`src/rtl/rcsf_pkg.sv`:
```
// Shared types, constants and the well-known size lookup of the resolution change score filter.
package rcsf_pkg;

  localparam int unsigned DIM_W       = 12;
  localparam int unsigned SCORE_W     = 8;
  localparam int unsigned SLOT_IDX_W  = 5;
  localparam int unsigned SLOT_OUT_W  = 3;
  localparam int unsigned CFG_IDX_W   = 4;
  localparam int unsigned CFG_DATA_W  = 12;
  localparam int unsigned DEF_SLOTS   = 8;
  localparam int unsigned KNOWN_COUNT = 22;

  localparam logic [SCORE_W-1:0] SCORE_MAX    = 8'd200;
  localparam logic [SCORE_W-1:0] REPEAT_BONUS = 8'd50;
  localparam logic [SCORE_W-1:0] SINGLE_BONUS = 8'd1;
  localparam logic [SCORE_W-1:0] MIN_START    = 8'hFF;

  localparam logic [DIM_W-1:0] KEY_WIDTH_RST  = 12'd720;
  localparam logic [DIM_W-1:0] KEY_HEIGHT_RST = 12'd576;

  localparam logic [CFG_IDX_W-1:0] REG_KEY_WIDTH  = 4'd0;
  localparam logic [CFG_IDX_W-1:0] REG_KEY_HEIGHT = 4'd1;

  typedef enum logic [1:0] {
    VERDICT_SAME    = 2'd0,
    VERDICT_DIFFERS = 2'd1,
    VERDICT_KEY_ERR = 2'd2
  } verdict_e;

  typedef struct packed {
    logic [DIM_W-1:0]   width;
    logic [DIM_W-1:0]   height;
    logic [SCORE_W-1:0] score;
  } known_entry_t;

  // Running result of one frame size as it walks along the slot cells.
  typedef struct packed {
    logic                  valid;
    logic [DIM_W-1:0]      width;
    logic [DIM_W-1:0]      height;
    logic                  found;
    logic [SLOT_IDX_W-1:0] hit;
    logic [SCORE_W-1:0]    hit_score;
    logic [SCORE_W-1:0]    low_score;
    logic [SLOT_IDX_W-1:0] victim;
    logic [SCORE_W-1:0]    key_ref;
  } scan_t;

  // Table update broadcast to every cell.
  typedef struct packed {
    logic                  reload;
    logic                  we;
    logic [SLOT_IDX_W-1:0] idx;
    logic [DIM_W-1:0]      width;
    logic [DIM_W-1:0]      height;
    logic [SCORE_W-1:0]    score;
  } slot_cmd_t;

  localparam known_entry_t KNOWN_SIZES [KNOWN_COUNT] = '{
    '{12'd720,  12'd480,  8'd100}, '{12'd720,  12'd576,  8'd100},
    '{12'd1280, 12'd720,  8'd100}, '{12'd1920, 12'd1088, 8'd100},
    '{12'd1920, 12'd1080, 8'd100}, '{12'd704,  12'd576,  8'd80},
    '{12'd640,  12'd480,  8'd80},  '{12'd352,  12'd288,  8'd60},
    '{12'd352,  12'd240,  8'd60},  '{12'd540,  12'd576,  8'd60},
    '{12'd540,  12'd480,  8'd60},  '{12'd352,  12'd576,  8'd60},
    '{12'd480,  12'd576,  8'd60},  '{12'd352,  12'd480,  8'd60},
    '{12'd480,  12'd480,  8'd40},  '{12'd352,  12'd576,  8'd10},
    '{12'd352,  12'd480,  8'd10},  '{12'd480,  12'd576,  8'd10},
    '{12'd480,  12'd480,  8'd10},  '{12'd540,  12'd576,  8'd10},
    '{12'd540,  12'd480,  8'd10},  '{12'd0,    12'd0,    8'd0}
  };

  // The last matching entry wins; an unknown size scores one.
  function automatic logic [SCORE_W-1:0] known_score(input logic [DIM_W-1:0] w,
                                                     input logic [DIM_W-1:0] h);
    logic [SCORE_W-1:0] score;
    score = SINGLE_BONUS;
    for (int i = 0; i < KNOWN_COUNT; i++) begin
      if (KNOWN_SIZES[i].width == w && KNOWN_SIZES[i].height == h) begin
        score = KNOWN_SIZES[i].score;
      end
    end
    return score;
  endfunction

endpackage

```
`src/rtl/rcsf_in_if.sv`:
```
// Input channel carrying one reported frame size per beat.
interface rcsf_in_if;
  import rcsf_pkg::*;
  logic             valid;
  logic             ready;
  logic [DIM_W-1:0] frame_width;
  logic [DIM_W-1:0] frame_height;
  modport source (output valid, output frame_width, output frame_height, input ready);
  modport sink (input valid, input frame_width, input frame_height, output ready);
endinterface

```
`src/rtl/rcsf_out_if.sv`:
```
// Output channel carrying one verdict and slot per beat.
interface rcsf_out_if;
  import rcsf_pkg::*;
  logic                  valid;
  logic                  ready;
  logic [1:0]            verdict;
  logic [SLOT_OUT_W-1:0] slot;
  modport source (output valid, output verdict, output slot, input ready);
  modport sink (input valid, input verdict, input slot, output ready);
endinterface

```
`src/rtl/rcsf_cell.sv`:
```
// One table slot: holds width, height and score and folds them into the passing scan.
module rcsf_cell
  import rcsf_pkg::*;
#(
  parameter int unsigned CELL_IDX = 0
) (
  input  logic      clk_i,
  input  logic      rst_ni,
  input  logic      stall_i,
  input  scan_t     scan_i,
  output scan_t     scan_o,
  input  slot_cmd_t cmd_i
);

  localparam logic [SLOT_IDX_W-1:0] MyIdx = SLOT_IDX_W'(CELL_IDX);

  logic [DIM_W-1:0]   width_q;
  logic [DIM_W-1:0]   height_q;
  logic [SCORE_W-1:0] score_q;
  scan_t              scan_d, scan_q;

  always_comb begin
    scan_d = scan_i;
    if (scan_i.width == width_q && scan_i.height == height_q) begin
      scan_d.found     = 1'b1;
      scan_d.hit       = MyIdx;
      scan_d.hit_score = score_q;
    end
    if (score_q < scan_i.low_score) begin
      scan_d.low_score = score_q;
      scan_d.victim    = MyIdx;
    end
    if (CELL_IDX == 0) begin
      scan_d.key_ref = score_q;
    end
  end

  always_ff @(posedge clk_i or negedge rst_ni) begin
    if (!rst_ni) begin
      scan_q   <= '0;
      width_q  <= '0;
      height_q <= '0;
      score_q  <= '0;
    end else begin
      if (!stall_i) begin
        scan_q <= scan_d;
      end
      if (cmd_i.reload) begin
        // A reload clears the table and puts the key into slot zero.
        if (CELL_IDX == 0) begin
          width_q  <= cmd_i.width;
          height_q <= cmd_i.height;
          score_q  <= cmd_i.score;
        end else begin
          width_q  <= '0;
          height_q <= '0;
          score_q  <= '0;
        end
      end else if (cmd_i.we && cmd_i.idx == MyIdx) begin
        width_q  <= cmd_i.width;
        height_q <= cmd_i.height;
        score_q  <= cmd_i.score;
      end
    end
  end

  assign scan_o = scan_q;

endmodule

```
`src/rtl/resolution_change_score_filter_top.sv`:
```
// Top level of the resolution change score filter: input stage, cell chain and decision.
//
// Each input beat carries a reported frame width and height. The size walks
// along a chain of TABLE_SLOTS cells, one cell per cycle, each cell comparing
// it against its stored size and tracking the lowest score. At the end of the
// chain the matched slot is rescored, or the first lowest-scored slot is
// replaced, and one output beat gives the verdict and the slot.
// One item is handled at a time: the size is registered at the input, then in
// each cell in turn, and a new beat is taken only after the previous one has
// been committed at the end of the chain into the output register.
// A write to either key register reloads the table in the following cycle;
// input ready is low during that cycle. After reset the key is 720 by 576 and
// the table is reloaded with it before the first beat is accepted.
// If the receiver stalls, the finished result waits in the output register
// and the next input beat is still accepted; it is held at the end of the
// chain until the output register frees up.
module resolution_change_score_filter_top
  import rcsf_pkg::*;
#(
  parameter int unsigned TABLE_SLOTS = DEF_SLOTS
) (
  input  logic                  clk_i,
  input  logic                  rst_ni,
  rcsf_in_if.sink               in_chan,
  rcsf_out_if.source            out_chan,
  input  logic                  cfg_we_i,
  input  logic [CFG_IDX_W-1:0]  cfg_idx_i,
  input  logic [CFG_DATA_W-1:0] cfg_data_i
);

  logic [DIM_W-1:0]      key_width_q, key_height_q;
  logic                  reload_q;
  logic                  busy_q;
  logic [SLOT_IDX_W-1:0] last_q;
  logic [SCORE_W-1:0]    known_q;
  scan_t                 launch_q;
  scan_t                 chain [TABLE_SLOTS+1];
  slot_cmd_t             cmd;
  logic                  accept, commit, stall;
  logic                  out_valid_q;
  verdict_e              verdict_q, verdict_d;
  logic [SLOT_OUT_W-1:0] slot_q;
  logic [SLOT_IDX_W-1:0] slot_d;
  logic [SCORE_W:0]      sum;
  logic [SCORE_W-1:0]    new_score;
  scan_t                 fin;

  assign in_chan.ready = !busy_q && !reload_q;
  assign accept        = in_chan.valid && in_chan.ready;

  assign fin    = chain[TABLE_SLOTS];
  assign commit = fin.valid && (!out_valid_q || out_chan.ready);
  assign stall  = fin.valid && !commit;

  assign chain[0] = launch_q;

  for (genvar g = 0; g < TABLE_SLOTS; g++) begin : g_cell
    rcsf_cell #(
      .CELL_IDX(g)
    ) u_cell (
      .clk_i  (clk_i),
      .rst_ni (rst_ni),
      .stall_i(stall),
      .scan_i (chain[g]),
      .scan_o (chain[g+1]),
      .cmd_i  (cmd)
    );
  end

  always_comb begin
    sum       = {1'b0, fin.hit_score} +
                {1'b0, (fin.hit == last_q) ? REPEAT_BONUS : SINGLE_BONUS};
    new_score = (sum >= {1'b0, SCORE_MAX}) ? SCORE_MAX : sum[SCORE_W-1:0];

    cmd        = '0;
    cmd.reload = reload_q;
    verdict_d  = VERDICT_DIFFERS;
    slot_d     = fin.victim;
    if (reload_q) begin
      cmd.width  = key_width_q;
      cmd.height = key_height_q;
      cmd.score  = known_score(key_width_q, key_height_q);
    end else begin
      cmd.we     = commit;
      cmd.width  = fin.width;
      cmd.height = fin.height;
      if (fin.found) begin
        slot_d    = fin.hit;
        cmd.score = new_score;
        if (fin.hit == '0) begin
          verdict_d = VERDICT_SAME;
        end else if (new_score >= fin.key_ref) begin
          verdict_d = VERDICT_KEY_ERR;
        end
      end else begin
        cmd.score = known_q;
      end
      cmd.idx = slot_d;
    end
  end

  always_ff @(posedge clk_i or negedge rst_ni) begin
    if (!rst_ni) begin
      key_width_q  <= KEY_WIDTH_RST;
      key_height_q <= KEY_HEIGHT_RST;
      reload_q     <= 1'b1;
      busy_q       <= 1'b0;
      last_q       <= '0;
      launch_q     <= '0;
      out_valid_q  <= 1'b0;
    end else begin
      reload_q <= cfg_we_i && (cfg_idx_i inside {REG_KEY_WIDTH, REG_KEY_HEIGHT});
      if (cfg_we_i) begin
        case (cfg_idx_i)
          REG_KEY_WIDTH: begin
            key_width_q <= cfg_data_i[DIM_W-1:0];
          end
          REG_KEY_HEIGHT: begin
            key_height_q <= cfg_data_i[DIM_W-1:0];
          end
          default: begin
          end
        endcase
      end

      launch_q.valid <= accept;
      if (accept) begin
        busy_q             <= 1'b1;
        launch_q.width     <= in_chan.frame_width;
        launch_q.height    <= in_chan.frame_height;
        launch_q.found     <= 1'b0;
        launch_q.hit       <= '0;
        launch_q.hit_score <= '0;
        launch_q.low_score <= MIN_START;
        launch_q.victim    <= '0;
        launch_q.key_ref   <= '0;
      end

      if (reload_q) begin
        last_q <= '0;
      end else if (commit) begin
        last_q <= slot_d;
        busy_q <= 1'b0;
      end

      if (commit) begin
        out_valid_q <= 1'b1;
      end else if (out_chan.ready) begin
        out_valid_q <= 1'b0;
      end
    end
  end

  // Payload registers without reset.
  always_ff @(posedge clk_i) begin
    if (accept) begin
      known_q <= known_score(in_chan.frame_width, in_chan.frame_height);
    end
    if (commit) begin
      verdict_q <= verdict_d;
      slot_q    <= slot_d[SLOT_OUT_W-1:0];
    end
  end

  assign out_chan.valid   = out_valid_q;
  assign out_chan.verdict = verdict_q;
  assign out_chan.slot    = slot_q;

endmodule

```
`src/flat_wrapper.sv`:
```
// flat-port wrapper written by rule: the top's interface ports become plain ports
module resolution_change_score_filter_top_flat import rcsf_pkg::*;
#(
  parameter int unsigned TABLE_SLOTS = DEF_SLOTS
)
  (clk_i, rst_ni, cfg_we_i, cfg_idx_i, cfg_data_i, in_chan_valid, in_chan_frame_width, in_chan_frame_height, in_chan_ready, out_chan_valid, out_chan_verdict, out_chan_slot, out_chan_ready);
  rcsf_in_if in_chan_i ();
  rcsf_out_if out_chan_i ();
  input  logic clk_i;
  input  logic rst_ni;
  input  logic cfg_we_i;
  input  logic [CFG_IDX_W-1:0] cfg_idx_i;
  input  logic [CFG_DATA_W-1:0] cfg_data_i;
  input wire logic [$bits(in_chan_i.valid)-1:0] in_chan_valid;
  input wire logic [$bits(in_chan_i.frame_width)-1:0] in_chan_frame_width;
  input wire logic [$bits(in_chan_i.frame_height)-1:0] in_chan_frame_height;
  output wire logic [$bits(in_chan_i.ready)-1:0] in_chan_ready;
  output wire logic [$bits(out_chan_i.valid)-1:0] out_chan_valid;
  output wire logic [$bits(out_chan_i.verdict)-1:0] out_chan_verdict;
  output wire logic [$bits(out_chan_i.slot)-1:0] out_chan_slot;
  input wire logic [$bits(out_chan_i.ready)-1:0] out_chan_ready;
  assign in_chan_i.valid = in_chan_valid;
  assign in_chan_i.frame_width = in_chan_frame_width;
  assign in_chan_i.frame_height = in_chan_frame_height;
  assign in_chan_ready = in_chan_i.ready;
  assign out_chan_valid = out_chan_i.valid;
  assign out_chan_verdict = out_chan_i.verdict;
  assign out_chan_slot = out_chan_i.slot;
  assign out_chan_i.ready = out_chan_ready;
  resolution_change_score_filter_top #(.TABLE_SLOTS(TABLE_SLOTS)) u_core (.clk_i(clk_i), .rst_ni(rst_ni), .in_chan(in_chan_i), .out_chan(out_chan_i), .cfg_we_i(cfg_we_i), .cfg_idx_i(cfg_idx_i), .cfg_data_i(cfg_data_i));
endmodule
```
`config.mk`:
```
export PLATFORM = sky130hd
export DESIGN_NAME = resolution_change_score_filter_top_flat
export DESIGN_NICKNAME = d
export VERILOG_FILES = /design/src/rtl/rcsf_pkg.sv /design/src/rtl/rcsf_in_if.sv /design/src/rtl/rcsf_out_if.sv /design/src/rtl/rcsf_cell.sv /design/src/rtl/resolution_change_score_filter_top.sv /design/src/flat_wrapper.sv
export SDC_FILE = /design/constraint.sdc
export NUM_CORES = 2
export LEC_CHECK = 0
export ABC_AREA = 0
export BUFFER_PORTS_ARGS = -buffer_cell sky130_fd_sc_hd__clkbuf_2
export CORE_UTILIZATION = 68
export CTS_BUF_LIST = sky130_fd_sc_hd__clkbuf_16
export CTS_CLUSTER_SIZE = 8
export DETAILED_ROUTE_END_ITERATION = 8
export PLACE_DENSITY = 0.82
export SYNTH_ARGS = -nofsm -noshare
export SYNTH_HDL_FRONTEND = slang
export SYNTH_SLANG_ARGS = --single-unit
```
`constraint.sdc`:
```
create_clock -name clk_i -period 9.75 [get_ports clk_i]
set_input_delay 0.975 -clock clk_i [delete_from_list [all_inputs] [get_ports clk_i]]
set_output_delay 0.975 -clock clk_i [all_outputs]
set_load 0.02 [all_outputs]
```
==> summary.md <==
| Metric | Value |
|---|---|
| Status | `complete, no violations` |
| P&R area growth vs syn | `9.75%` |
| Routed Antenna Nets | `0` |
| Post-CTS setup buffer count | `0` |
| Remaining global-route overflow | `0` |
| RSZ-0062 raised after global routing | `false` |
| Worst Skew | `approximately 25 ps` |
| Layout cells sized above 1 | `0.0813` |
| DP Wirelength | `55900 um` |
| Peak VDD IR | `0.200 mV` |
| Fin nets | `about 3800` |
| Longest Clk Path Bufs | `3` |
| # port buffers | `between 50 and 60` |
| Worst Setup Start Kind | `register` |
| Synth Flop Type | `dfrtp_1` |
| Clock latency at the later pin of the worst-skew pair | `650 ps` |
| Synth Warn # | `0` |
| Clock buffer count from CTS | `103` |
| Row count | `82` |
| Sequential cell area | `approximately 0.019 mm^2` |
| Drt wl/cell | `19.6 um` |
| Transition time of the tightest slew-check pin | `1240 ps` |
| Initial antenna violation count | `0` |
| Sequential area share after synthesis | `0.546` |
| Die area | `roughly 0.052 mm^2` |
| Core Footprint | `between 0.05 and 0.06 mm^2` |
| TritonCTS clock tree | `yes` |
| Final core occ | `0.756` |
| Tmin final | `4080 ps` |
| Leak Pwr | `17.8 nW` |
| Setup_tns | `0 ps` |
| Final Cycle Share | `0.418` |
| Vias in the first global route | `about 26000` |
| WP data required | `10110 ps` |
| Multi-input combinational cell area | `between 0.01 and 0.015 mm^2` |
| Power Density | `approximately 290 mW/mm^2` |
| R2r setup slk | `5670 ps` |
| Mapped Area | `0.0345 mm^2` |
| Cts repair resizes | `0` |
| DRT Wirelength | `85800 um` |
| Largest net degree at the start of global routing | `between 200 and 250` |
| Max Cap Viol | `0` |
| H-tree depth | `3` |
| First-pass GRT wire length | `138000 um` |
| Drt first pass iters | `9` |
| Initial Util | `0.688` |
| #FFs+latches synth | `749` |
| CTS Sinks | `749` |
| CP Class | `register to register` |
| DRC viols | `0` |
| Worst-path fanout max | `8` |
| Root buffer cell | `clkbuf_16` |
| Fmax | `roughly 250 MHz` |
| Filler cells | `between 3000 and 4000` |
| Top Ports | `52` |
| Vias per cell | `~6.0` |
| Post-synth EDFFs | `11` |
| Via count | `26500` |
| Gr usage total | `0.343` |
| Die Wd | `227 um` |
| Synth cell types | `just under 80` |
| Gpl congestion | `1.00` |
| Total power | `~11 mW` |
| Clock Pin Slew Worst Setup and Hold Paths | `50 ps` |
| Initial DRC count | `2801` |
| Post-synth net total | `about 3800` |
| Ys async rst share | `0.985` |
| Final Hold Vio Count | `0` |
| Worst setup EP type | `register` |
| Hold Buf Count CTS | `0` |
| Slew Viols, Final | `0` |
| Critical Path AT | `4440 ps` |
| Cells after Synth | `approximately 3700` |
| Max transition margin | `0.173` |
| # diodes | `0` |
| Number of setup violations in the final report | `0` |
| Chip height | `227 um` |
| Syn Area/Cell | `9.26 um^2` |
| Hold crit path type | `input pin to async pin` |
## report_power, final
| part | internal, mW | switching, mW |
|---|---|---|
| Clock | 1.89 | 1.26 |
| Sequential | 4.04 | 1.12 |
| Combinational | 1.14 | 1.33 |
## final timing paths
kind,cells after the start,start,endpoint
min in group clk_i,2,u_core.g_cell[4].u_cell.scan_o[4],u_core.g_cell[4].u_cell.scan_o[4]
hold reg to reg,2,u_core.g_cell[4].u_cell.scan_o[4],u_core.g_cell[4].u_cell.scan_o[4]
max in group asynchronous,3,rst_ni,u_core.g_cell[0].u_cell.scan_o[25]
hold / removal,1,rst_ni,u_core.g_cell[7].u_cell.scan_o[28]
setup reg to reg,18,u_core.g_cell[7].u_cell.scan_o[31],u_core.out_chan.verdict[0]
setup / recovery,18,u_core.g_cell[7].u_cell.scan_o[31],u_core.out_chan.verdict[0]
## synthesized netlist by cell type (22+ instances only)
master | n | area share
nand2_1 | 1382 | 0.15
dfrtp_1 | 731 | 0.53
o21ai_0 | 230 | 0.033
a21oi_1 | 204 | 0.030
clkbuf_1 | 187 | 0.020
mux2i_1 | 134 | 0.039
xor2_1 | 122 | 0.031
nor2_1 | 110 | 0.012
xnor2_1 | 77 | 0.020
inv_1 | 69 | 0.0075
ha_1 | 68 | 0.025
nand3_1 | 61 | 0.0089
mux2_2 | 50 | 0.016
nor4_1 | 41 | 0.0074
nand4_1 | 30 | 0.0054
nor3_1 | 28 | 0.0041
nand2b_1 | 22 | 0.0040
## cells in the final DEF, fill, tap and decap left out, drive strengths merged, types with 4 or more instances in the layout
cell / instances
nor4: 42
clkbuf: 155
nand2b: 22
nor2b: 5
or2: 7
nand2: 1382
dfrtp: 731
o21ai: 240
dfstp: 7
nand3: 62
mux2i: 134
o221ai: 7
o31ai: 5
mux2: 50
buf: 32
a21o: 10
nor4b: 9
ha: 68
nor2: 112
xor2: 122
inv: 88
a21oi: 207
nor3: 29
nor3b: 6
o41a: 6
xnor2: 77
nand4: 30
edfxtp: 11
o21a: 4
## flip-flops by register name (all words and copies together), names as in the netlist
signal / count
u_core.g_cell.u_cell.scan_o: 426
u_core.g_cell.u_cell.height_q: 96
u_core.g_cell.u_cell.width_q: 96
u_core.g_cell.u_cell.score_q: 64
u_core.chain: 26
u_core.key_height_q: 12
u_core.key_width_q: 12
u_core.known_q: 6
u_core.last_q: 3
u_core.out_chan.slot: 3
u_core.out_chan.verdict: 2
u_core.busy_q: 1
u_core.out_chan.valid: 1
u_core.reload_q: 1
## cell families after synthesis
logic type,share of synthesized area
compound gates,0.0842
xor+xnor,0.0506
buf+inv,0.0331
mux,0.0552
flops,0.546
simple gates,0.206
fa+ha+maj,0.0253
## worst max-delay path: stages (launching register included)
cell and delay [ps]:
dfrtp_1 450, xnor2_1 160, nand3_1 170, ha_1 240, inv_1 70, fa_1 410
and3b_1 330, a31o_4 230, nand2_1 100, a21oi_4 370, or2_2 220, nor2_1 50
ha_1 270, a21oi_1 60, nor2b_1 110, o21ai_0 80, a21o_1 150, a21oi_1 200
o21ai_0 130
## per-stage QoR
| stage | hold WS, ps | area [um^2] | instances | worst slack, ps |
|---|---|---|---|---|
| global route | 476 | 37800 | 4388 | 5330 |
| floorplan | 421 | 34500 | 3722 | 6060 |
| finish | 413 | 37800 | 4388 | 5670 |
| global placement | 443 | 35100 | 4261 | 5690 |
| detailed placement | 450 | 35100 | 4261 | 5670 |
| CTS | 456 | 37800 | 4388 | 5680 |
## final cells by class
class                           instances  share of cell area
Timing Repair Buffer                   82              0.0138
Multi-Input combinational cell       2689               0.386
Clock buffer                          105              0.0695
Sequential cell                       749               0.497
Inverter                               69             0.00685
Clock inverter                         22             0.00394
Tap cell                              672              0.0222
## layer usage
metal / share of wire / track usage / vias to the layer above
met2: 0.48 / 0.550 / 1121
met4: 0.038 / 0.152 / 0
met1: 0.41 / 0.470 / 13000
met3: 0.074 / 0.0492 / 216
li1: - / - / 12100
met5: 0 / 0 / -
Power figures use the tool's default switching activity.
